<file path="src/hdl/nrm_pkg.sv">
package nrm_pkg;

    localparam int SAMPLE_W = 32;
    localparam int SUM_W    = 38;
    localparam int DEN_W    = 38;
    localparam int STEP_W   = 5;
    localparam int MODE_W   = 2;

    localparam logic [MODE_W-1:0] MODE_MINMAX = 2'd0;
    localparam logic [MODE_W-1:0] MODE_SUM    = 2'd1;

    localparam logic signed [SAMPLE_W-1:0] SAMPLE_MAX = 32'sh7FFF_FFFF;
    localparam logic signed [SAMPLE_W-1:0] SAMPLE_MIN = 32'sh8000_0000;
    localparam logic [SAMPLE_W-1:0]        SAT_POS    = 32'h7FFF_FFFF;
    localparam logic [SAMPLE_W-1:0]        SAT_NEG    = 32'h8000_0000;

    typedef enum logic [3:0] {
        ST_LOAD  = 4'b0001,
        ST_READ  = 4'b0010,
        ST_SETUP = 4'b0100,
        ST_WAIT  = 4'b1000
    } seq_state_t;

    typedef enum logic [3:0] {
        DV_IDLE = 4'b0001,
        DV_PREP = 4'b0010,
        DV_RUN  = 4'b0100,
        DV_SAT  = 4'b1000
    } div_state_t;

    typedef struct packed {
        logic                 neg;
        logic [SAMPLE_W-1:0]  mag;
        logic [DEN_W-1:0]     den;
    } div_req_t;

    typedef struct packed {
        logic                        dropped;
        logic signed [SAMPLE_W-1:0]  min_val;
        logic signed [SAMPLE_W-1:0]  max_val;
        logic signed [SUM_W-1:0]     sum_val;
    } stats_t;

endpackage

</file>
<file path="src/hdl/nrm_store.sv">
module nrm_store #(
    parameter int DEPTH = 64,
    parameter int AW    = 6
) (
    input  logic                 clk,
    input  logic                 wr_en,
    input  logic [AW-1:0]        wr_addr,
    input  logic [31:0]          wr_data,
    input  logic [AW-1:0]        rd_addr,
    output logic [31:0]          rd_data
);

    logic [31:0] mem [DEPTH];
    logic [31:0] rd_data_reg;

    always_ff @(posedge clk)
    begin
        if (wr_en)
        begin
            mem[wr_addr] <= wr_data;
        end
        rd_data_reg <= mem[rd_addr];
    end

    assign rd_data = rd_data_reg;

endmodule

</file>
<file path="src/hdl/nrm_stats.sv">
module nrm_stats
    import nrm_pkg::*;
#(
    parameter int CW = 7
) (
    input  logic                        clk,
    input  logic                        rst_n,
    input  logic                        upd,
    input  logic                        drop,
    input  logic                        clr,
    input  logic signed [SAMPLE_W-1:0]  sample,
    output stats_t                      stats,
    output logic [CW-1:0]               count
);

    stats_t        stats_reg, stats_next;
    logic [CW-1:0] count_reg, count_next;

    always_comb
    begin
        stats_next = stats_reg;
        count_next = count_reg;
        if (clr)
        begin
            stats_next.dropped = 1'b0;
            stats_next.min_val = SAMPLE_MAX;
            stats_next.max_val = SAMPLE_MIN;
            stats_next.sum_val = '0;
            count_next         = '0;
        end
        else if (upd)
        begin
            if (sample < stats_reg.min_val)
            begin
                stats_next.min_val = sample;
            end
            if (sample > stats_reg.max_val)
            begin
                stats_next.max_val = sample;
            end
            stats_next.sum_val = stats_reg.sum_val + SUM_W'(sample);
            count_next         = count_reg + CW'(1);
        end
        else if (drop)
        begin
            stats_next.dropped = 1'b1;
        end
    end

    always_ff @(posedge clk or negedge rst_n)
    begin
        if (!rst_n)
        begin
            stats_reg.dropped <= 1'b0;
            stats_reg.min_val <= SAMPLE_MAX;
            stats_reg.max_val <= SAMPLE_MIN;
            stats_reg.sum_val <= '0;
            count_reg         <= '0;
        end
        else
        begin
            stats_reg <= stats_next;
            count_reg <= count_next;
        end
    end

    assign stats = stats_reg;
    assign count = count_reg;

endmodule

</file>
<file path="src/hdl/nrm_div.sv">
module nrm_div
    import nrm_pkg::*;
#(
    parameter int FRACTION_BITS = 16
) (
    input  logic                 clk,
    input  logic                 rst_n,
    input  logic                 go,
    input  div_req_t             req,
    output logic                 done,
    output logic [SAMPLE_W-1:0]  result
);

    localparam int NUM_W = SAMPLE_W + FRACTION_BITS + 1;
    localparam int HI_W  = NUM_W - SAMPLE_W;

    div_state_t           state_reg, state_next;
    logic [STEP_W-1:0]    step_reg, step_next;
    logic                 done_reg, done_next;
    div_req_t             req_reg;
    logic [DEN_W-1:0]     rem_reg, rem_next;
    logic [SAMPLE_W-1:0]  quo_reg, quo_next;
    logic                 ovf_reg, ovf_next;
    logic [SAMPLE_W-1:0]  result_reg, result_next;

    logic [NUM_W-1:0]     num;
    logic [DEN_W-1:0]     num_hi;
    logic [DEN_W:0]       trial;
    logic [DEN_W:0]       diff;
    logic                 ge;
    logic                 neg_eff;

    always_comb
    begin
        num     = {1'b0, req_reg.mag, {FRACTION_BITS{1'b0}}}
                + NUM_W'(req_reg.den >> 1);
        num_hi  = DEN_W'(num[NUM_W-1 -: HI_W]);
        trial   = {rem_reg, quo_reg[SAMPLE_W-1]};
        diff    = trial - {1'b0, req_reg.den};
        ge      = trial >= {1'b0, req_reg.den};
        neg_eff = req_reg.neg && (ovf_reg || (quo_reg != '0));
    end

    always_comb
    begin
        state_next  = state_reg;
        step_next   = step_reg;
        done_next   = 1'b0;
        rem_next    = rem_reg;
        quo_next    = quo_reg;
        ovf_next    = ovf_reg;
        result_next = result_reg;
        case (state_reg)
            DV_IDLE:
            begin
                if (go)
                begin
                    state_next = DV_PREP;
                end
            end
            DV_PREP:
            begin
                ovf_next   = num_hi >= req_reg.den;
                rem_next   = num_hi;
                quo_next   = num[SAMPLE_W-1:0];
                step_next  = '0;
                state_next = DV_RUN;
            end
            DV_RUN:
            begin
                rem_next  = ge ? diff[DEN_W-1:0] : trial[DEN_W-1:0];
                quo_next  = {quo_reg[SAMPLE_W-2:0], ge};
                step_next = step_reg + STEP_W'(1);
                if (step_reg == STEP_W'(SAMPLE_W - 1))
                begin
                    state_next = DV_SAT;
                end
            end
            DV_SAT:
            begin
                if (neg_eff)
                begin
                    result_next = (ovf_reg || quo_reg[SAMPLE_W-1]) ? SAT_NEG : (~quo_reg + 1'b1);
                end
                else
                begin
                    result_next = (ovf_reg || quo_reg[SAMPLE_W-1]) ? SAT_POS : quo_reg;
                end
                done_next  = 1'b1;
                state_next = DV_IDLE;
            end
            default:
            begin
                state_next = DV_IDLE;
            end
        endcase
    end

    always_ff @(posedge clk or negedge rst_n)
    begin
        if (!rst_n)
        begin
            state_reg <= DV_IDLE;
            step_reg  <= '0;
            done_reg  <= 1'b0;
        end
        else
        begin
            state_reg <= state_next;
            step_reg  <= step_next;
            done_reg  <= done_next;
        end
    end

    always_ff @(posedge clk)
    begin
        if (state_reg == DV_IDLE && go)
        begin
            req_reg <= req;
        end
        rem_reg    <= rem_next;
        quo_reg    <= quo_next;
        ovf_reg    <= ovf_next;
        result_reg <= result_next;
    end

    assign done   = done_reg;
    assign result = result_reg;

endmodule

</file>
<file path="src/hdl/minmax_or_sum_normalizer.sv">
// Loading: one sample per cycle, busy stays low until a sample with last is taken
// in min-max or sum mode. Closing sample: memory read, operand setup, 32 steps of
// the shared restoring divider, saturation and output register for each result.
// Each result strobes result_valid for one cycle; the receiver cannot stall.
// Reset (rst_n, async, active low) sets mode to min-max and clears the set
// statistics; the sample memory is not cleared and needs no clearing pass.
module minmax_or_sum_normalizer
    import nrm_pkg::*;
#(
    parameter int SET_CAPACITY  = 64,
    parameter int FRACTION_BITS = 16
) (
    input  logic                        clk,
    input  logic                        rst_n,
    input  logic                        start,
    output logic                        busy,
    input  logic signed [SAMPLE_W-1:0]  sample,
    input  logic                        last,
    input  logic                        mode_wr_en,
    input  logic [MODE_W-1:0]           mode_wr_data,
    output logic                        result_valid,
    output logic signed [SAMPLE_W-1:0]  scaled,
    output logic                        final_res,
    output logic                        overflowed
);

    localparam int CW = $clog2(SET_CAPACITY + 1);
    localparam int AW = (SET_CAPACITY > 1) ? $clog2(SET_CAPACITY) : 1;

    seq_state_t           state_reg, state_next;
    logic [MODE_W-1:0]    mode_reg;
    logic [AW-1:0]        idx_reg, idx_next;
    logic                 result_valid_reg, result_valid_next;
    logic [SAMPLE_W-1:0]  scaled_reg;
    logic                 final_res_reg;
    logic                 overflowed_reg;

    logic                 accept;
    logic                 full;
    logic                 is_final;
    logic                 clr;
    logic                 div_go;
    logic                 div_done;
    logic [SAMPLE_W-1:0]  div_result;
    div_req_t             req;
    stats_t               stats;
    logic [CW-1:0]        count;
    logic [SAMPLE_W-1:0]  rd_data;

    logic signed [SAMPLE_W:0]  v_ext;
    logic signed [SAMPLE_W:0]  range_s;
    logic signed [SAMPLE_W:0]  diff_s;
    logic signed [SAMPLE_W:0]  v_abs;
    logic signed [SUM_W:0]     sum_ext;
    logic signed [SUM_W:0]     sum_abs;

    assign accept   = start && !busy;
    assign full     = count == CW'(SET_CAPACITY);
    assign is_final = (CW'(idx_reg) + CW'(1)) == count;
    assign div_go   = state_reg == ST_SETUP;

    always_comb
    begin
        v_ext   = {rd_data[SAMPLE_W-1], rd_data};
        range_s = {stats.max_val[SAMPLE_W-1], stats.max_val}
                - {stats.min_val[SAMPLE_W-1], stats.min_val};
        diff_s  = v_ext - {stats.min_val[SAMPLE_W-1], stats.min_val};
        v_abs   = v_ext[SAMPLE_W] ? -v_ext : v_ext;
        sum_ext = {stats.sum_val[SUM_W-1], stats.sum_val};
        sum_abs = sum_ext[SUM_W] ? -sum_ext : sum_ext;
        req.neg = 1'b0;
        req.mag = SAMPLE_W'(1);
        req.den = DEN_W'(2);
        if (mode_reg == MODE_MINMAX)
        begin
            if (range_s != '0)
            begin
                req.mag = diff_s[SAMPLE_W-1:0];
                req.den = DEN_W'(range_s[SAMPLE_W-1:0]);
            end
        end
        else
        begin
            if (stats.sum_val == '0)
            begin
                req.den = DEN_W'(count);
            end
            else
            begin
                req.neg = v_ext[SAMPLE_W] != sum_ext[SUM_W];
                req.mag = v_abs[SAMPLE_W-1:0];
                req.den = sum_abs[DEN_W-1:0];
            end
        end
    end

    always_comb
    begin
        state_next        = state_reg;
        idx_next          = idx_reg;
        result_valid_next = 1'b0;
        clr               = 1'b0;
        case (state_reg)
            ST_LOAD:
            begin
                if (accept && last)
                begin
                    if (mode_reg == MODE_MINMAX || mode_reg == MODE_SUM)
                    begin
                        idx_next   = '0;
                        state_next = ST_READ;
                    end
                    else
                    begin
                        clr = 1'b1;
                    end
                end
            end
            ST_READ:
            begin
                state_next = ST_SETUP;
            end
            ST_SETUP:
            begin
                state_next = ST_WAIT;
            end
            ST_WAIT:
            begin
                if (div_done)
                begin
                    result_valid_next = 1'b1;
                    if (is_final)
                    begin
                        clr        = 1'b1;
                        state_next = ST_LOAD;
                    end
                    else
                    begin
                        idx_next   = idx_reg + AW'(1);
                        state_next = ST_READ;
                    end
                end
            end
            default:
            begin
                state_next = ST_LOAD;
            end
        endcase
    end

    always_ff @(posedge clk or negedge rst_n)
    begin
        if (!rst_n)
        begin
            state_reg        <= ST_LOAD;
            mode_reg         <= MODE_MINMAX;
            idx_reg          <= '0;
            result_valid_reg <= 1'b0;
        end
        else
        begin
            state_reg        <= state_next;
            idx_reg          <= idx_next;
            result_valid_reg <= result_valid_next;
            if (mode_wr_en)
            begin
                mode_reg <= mode_wr_data;
            end
        end
    end

    always_ff @(posedge clk)
    begin
        if (state_reg == ST_WAIT && div_done)
        begin
            scaled_reg     <= div_result;
            final_res_reg  <= is_final;
            overflowed_reg <= stats.dropped;
        end
    end

    nrm_store #(
        .DEPTH (SET_CAPACITY),
        .AW    (AW)
    ) u_store (
        .clk     (clk),
        .wr_en   (accept && !full),
        .wr_addr (count[AW-1:0]),
        .wr_data (sample),
        .rd_addr (idx_reg),
        .rd_data (rd_data)
    );

    nrm_stats #(
        .CW (CW)
    ) u_stats (
        .clk    (clk),
        .rst_n  (rst_n),
        .upd    (accept && !full),
        .drop   (accept && full),
        .clr    (clr),
        .sample (sample),
        .stats  (stats),
        .count  (count)
    );

    nrm_div #(
        .FRACTION_BITS (FRACTION_BITS)
    ) u_div (
        .clk    (clk),
        .rst_n  (rst_n),
        .go     (div_go),
        .req    (req),
        .done   (div_done),
        .result (div_result)
    );

    assign busy         = state_reg != ST_LOAD;
    assign result_valid = result_valid_reg;
    assign scaled       = scaled_reg;
    assign final_res    = final_res_reg;
    assign overflowed   = overflowed_reg;

    a_final_frees: assert property (@(posedge clk) disable iff (!rst_n)
        result_valid && final_res |-> !busy)
        else $error("final beat while still busy");

    a_valid_after_div: assert property (@(posedge clk) disable iff (!rst_n)
        result_valid |-> $past(div_done))
        else $error("result beat without a finished division");

    a_busy_on_close: assert property (@(posedge clk) disable iff (!rst_n)
        $rose(busy) |-> $past(start && last))
        else $error("busy raised without a closing beat");

endmodule

</file>
<file path="config.mk">
export PLATFORM = sky130hd
export DESIGN_NAME = minmax_or_sum_normalizer
export DESIGN_NICKNAME = d
export VERILOG_FILES = /design/src/hdl/nrm_pkg.sv /design/src/hdl/nrm_store.sv /design/src/hdl/nrm_stats.sv /design/src/hdl/nrm_div.sv /design/src/hdl/minmax_or_sum_normalizer.sv
export SDC_FILE = /design/constraint.sdc
export NUM_CORES = 2
export LEC_CHECK = 0
export BUFFER_PORTS_ARGS = -buffer_cell sky130_fd_sc_hd__buf_2
export CELL_PAD_IN_SITES_DETAIL_PLACEMENT = 0
export CELL_PAD_IN_SITES_GLOBAL_PLACEMENT = 2
export CORE_MARGIN = 3
export CORE_UTILIZATION = 30
export CTS_CLUSTER_SIZE = 12
export DETAILED_ROUTE_END_ITERATION = 8
export PLACE_DENSITY = 0.6
export SLEW_MARGIN = 5
export SYNTH_ARGS = -nofsm -noshare
export SYNTH_HDL_FRONTEND = slang
export SYNTH_SLANG_ARGS = --single-unit
export TNS_END_PERCENT = 10
</file>
<file path="constraint.sdc">
create_clock -name clk -period 9 [get_ports clk]
set_input_delay 0.9 -clock clk [delete_from_list [all_inputs] [get_ports clk]]
set_output_delay 0.9 -clock clk [all_outputs]
set_load 0.02 [all_outputs]
</file>
==> results_dict.tcl <==
set metrics [dict create \
    cts-hold-fix-buffers 1 \
    yosys.area.top_type "edfxtp_1" \
    clock_insertion_delay_worst_skew_ns 0.86 \
    mapped_cell_area_um2 104000 \
    timing.final.crit_period_ns 4.76 \
    min-delay-path-class "input pin to register" \
    outcome "finished, final reports clean" \
    finalMaxSlewViolations 0 \
    detail_route.drc_violations 0 \
    regToRegStartpoint "u_stats.count[3]$_DFFE_PN0P_" \
    hold-worst-slack_ns 0.345 \
    cts_clk_pin_slew_worst_paths_ns 0.06 \
    floorplan.initialDensity 0.301 \
    cap_violations 0 \
    regToRegEndpoint "u_store.mem[0][11]$_DFFE_PP_" \
    timing_worst_slew_pin_value_ns 1.27 \
    crit_start "u_stats.count[3]$_DFFE_PN0P_" \
    required_time_at_the_worst_slack_endpoint_ns 9.42 \
    gp_congestion 0.852 \
    yosysSeqAreaShare 0.687 \
    synth_seq_cells 2421 \
    final_cells 10900 \
    number_of_buffers_added_on_ports 74 \
    top_level_ports 75 \
    first_global_vias 58400 \
    cts-buffers-inserted 273 \
    leak_nw 38.5 \
    p_int_mw 20.6 \
    synth_common_cells "edfxtp_1, mux4_2, nand2_1" \
    ys_top_cells_by_area "edfxtp_1, mux4_2, ha_1" \
    fraction_of_final_layout_cells_sized_beyond_drive_strength_1 0.223 \
    timing.final.crit_share 0.529 \
    synth_top_flop_cell "edfxtp_1" \
    share_seq_of_total_power 0.462 \
    cts_max_path_buffers 4 \
    area.growth.synth_to_final_pct 14.5 \
    power_switching_share 0.282 \
    relSlewSlack 0.151 \
    grt_first_pass_wirelength_mm 441 \
    drt-vias-per-instance 5.21 \
    critPathCapture "u_store.mem[0][11]$_DFFE_PP_" \
    post-synth-top-area-fraction 0.649 \
    synth_area_per_cell_um2 17.7 \
    synth-edff-count 2256 \
    largest_reg_flops 2048 \
    placed_cells 10400 \
    syn-instance-count 5896 \
    yosysWarningCount 0 \
    drt_pass1_iterations 6 \
    clock_power_share 0.361 \
    wirelength_mm 309 \
    dominant_cell_by_count_in_the_synthesized_netlist "edfxtp_1" \
    fmax_mhz 210 \
    global_route.usage.met3 0.0279 \
    vias_after_detailed_routing 56900 \
    post_dp_cell_area_um2 111000 \
    postSynth.asyncResetShare 0.0549 \
    synthesis.nets 6187 \
    vdd_ir_drop_max_v 0.000168 \
    timing.final.setup_violations 0 \
    critical_path_arrival_ns 5.18 \
    combPwrFrac 0.177 \
    timing_worst_setup_path_type "register to register" \
    crit_path_max_fanout 46 \
    groute.layer.met2.usage 0.285 \
    die_footprint_um2 355000 \
    final_net_count 6437 \
    htreeDepth 5 \
    clock_skew_ns 0.0765 \
    cts-resized-gates 0 \
    detail-route-antenna-nets 0 \
    r2r_slack_ns 4.24 \
    grt_usage 0.172 \
    tritoncts_clock_tree "built" \
    root_buffer "clkbuf_16" \
    core-area_um2 346000 \
    layout.cell_area.non_filler_um2 120000 \
    place_hpwl_mm 197 \
    final.fill_count 32800 \
    grt_antenna_before_repair 43 \
    r2r_cells 8 \
    floorplan.die.width_um 596 \
    die_height_um 596 \
    grt_busiest_layer "met2" \
    power_switching_mw 8.08 \
    finalHoldViolCount 0 \
    pwr_density_cell_nw_per_um2 240 \
    clock-sinks 2421 \
    drt_first_iter_violations 5344 \
    placement_rows 216 \
    grt_start_max_net_pins 111 \
    worstSetupEndpointType "register" \
    power.total_mw 28.7 \
    synth_cell_types 90 \
    grt_use_met1 0.237 \
    post_drt_wl_per_cell_um 28.4 \
    totalNegativeSetupSlack_ns 0 \
    grt_setup_unrepaired "false" \
    grt_remaining_overflow 0 \
    cts_setup_buffers 0 \
    critPathLaunchType "register" \
]
==> power groups by stage <==
stage               clock network [mW]  logic, mW  registers [mW]
floorplan                            0       3.30            13.2
global placement                     0       5.10            13.5
detailed placement                   0       5.05            13.5
CTS                               10.7       5.08            13.3
global route                      11.1       5.55            13.3
finish                            10.4       5.08            13.3
==> worst max-delay path: stages (launching register included) <==
cell     delay, ns
dfrtp_1       0.57
or3_1         0.70
nor3_1        0.24
or2_2         0.34
buf_4         0.31
nor2_1        0.29
nand3_1       0.76
nor2_4        0.60
buf_4         0.51
==> final cells by class <==
class                           count  area (um^2)  area share
Antenna cell                        5         12.5    0.000105
Clock buffer                      356         7390      0.0618
Clock inverter                     95          744     0.00623
Inverter                          154          578     0.00483
Multi-Input combinational cell   3057        31600       0.264
Sequential cell                  2421        71800       0.600
Tap cell                         4578         5730      0.0479
Timing Repair Buffer              239         1730      0.0145
==> worst min path at each step <==
| stage | startpoint | to | cells after the start |
|---|---|---|---|
| detailed placement | u_div.result[30]$_DFFE_PP_ | scaled[30]$_DFFE_PP_ | 0 |
| global route | mode_wr_data[1] | mode_reg[1]$_DFFE_PN0P_ | 2 |
| global placement | u_div.result[2]$_DFFE_PP_ | scaled[2]$_DFFE_PP_ | 0 |
| floorplan | u_div.result[0]$_DFFE_PP_ | scaled[0]$_DFFE_PP_ | 0 |
| finish | mode_wr_data[1] | mode_reg[1]$_DFFE_PN0P_ | 2 |
| CTS | mode_wr_data[1] | mode_reg[1]$_DFFE_PN0P_ | 2 |
==> cell usage in the layout, fill, tap and decap left out, types with 23 or more instances in the layout <==
cell / Yosys / final
buf_2: 14 / 73
dfstp_2: 34 / 34
mux2i_1: 43 / 43
or3_1: 24 / 24
dfrtp_1: 99 / 93
xnor2_1: 101 / 101
nor3_1: 49 / 48
nand4_1: 41 / 41
edfxtp_1: 2256 / 2256
nor2b_1: 26 / 26
clkinv_2: 0 / 28
xor2_1: 124 / 124
a21oi_1: 225 / 224
nand2b_1: 32 / 32
clkbuf_1: 200 / 70
nor2_1: 283 / 217
nand2_1: 300 / 300
clkinv_1: 0 / 40
a211oi_1: 33 / 33
clkbuf_16: 0 / 283
o22ai_1: 37 / 37
mux4_2: 672 / 672
o31ai_1: 65 / 64
nor2_4: 0 / 65
inv_1: 153 / 152
dfxtp_1: 32 / 32
buf_4: 3 / 155
o21a_1: 34 / 34
o21bai_1: 23 / 23
nand3_1: 90 / 90
o211ai_1: 27 / 27
ha_1: 247 / 247
a21o_1: 94 / 94
o21ai_0: 214 / 214
==> metal layers <==
| layer | routed length [um] | vias up | part of all wire |
|---|---|---|---|
| met4 | 6400 | 12 | 0.021 |
| met2 | 150000 | 1539 | 0.49 |
| met5 | 80 | - | 0.00026 |
| met1 | 135000 | 30500 | 0.44 |
| li1 | - | 24400 | - |
| met3 | 17200 | 380 | 0.056 |
==> kinds of logic after synthesis <==
logic type | synth area share
multiplexers | 0.150
AND/OR/NAND/NOR | 0.0438
AO/OA/AOI/OAI | 0.0546
buffers and inverters | 0.0153
adder cells (fa/ha/maj) | 0.0306
XOR/XNOR | 0.0189
flip-flops | 0.687
==> stage by stage <==
| stage | worst slack (ns) | util |
|---|---|---|
| floorplan | 2.69 | - |
| global placement | 4.09 | 0.322 |
| detailed placement | 4.02 | 0.322 |
| CTS | 4.21 | 0.345 |
| global route | 3.95 | 0.345 |
| finish | 4.24 | 0.345 |
Note: power is estimated with default switching activity, not from simulation.
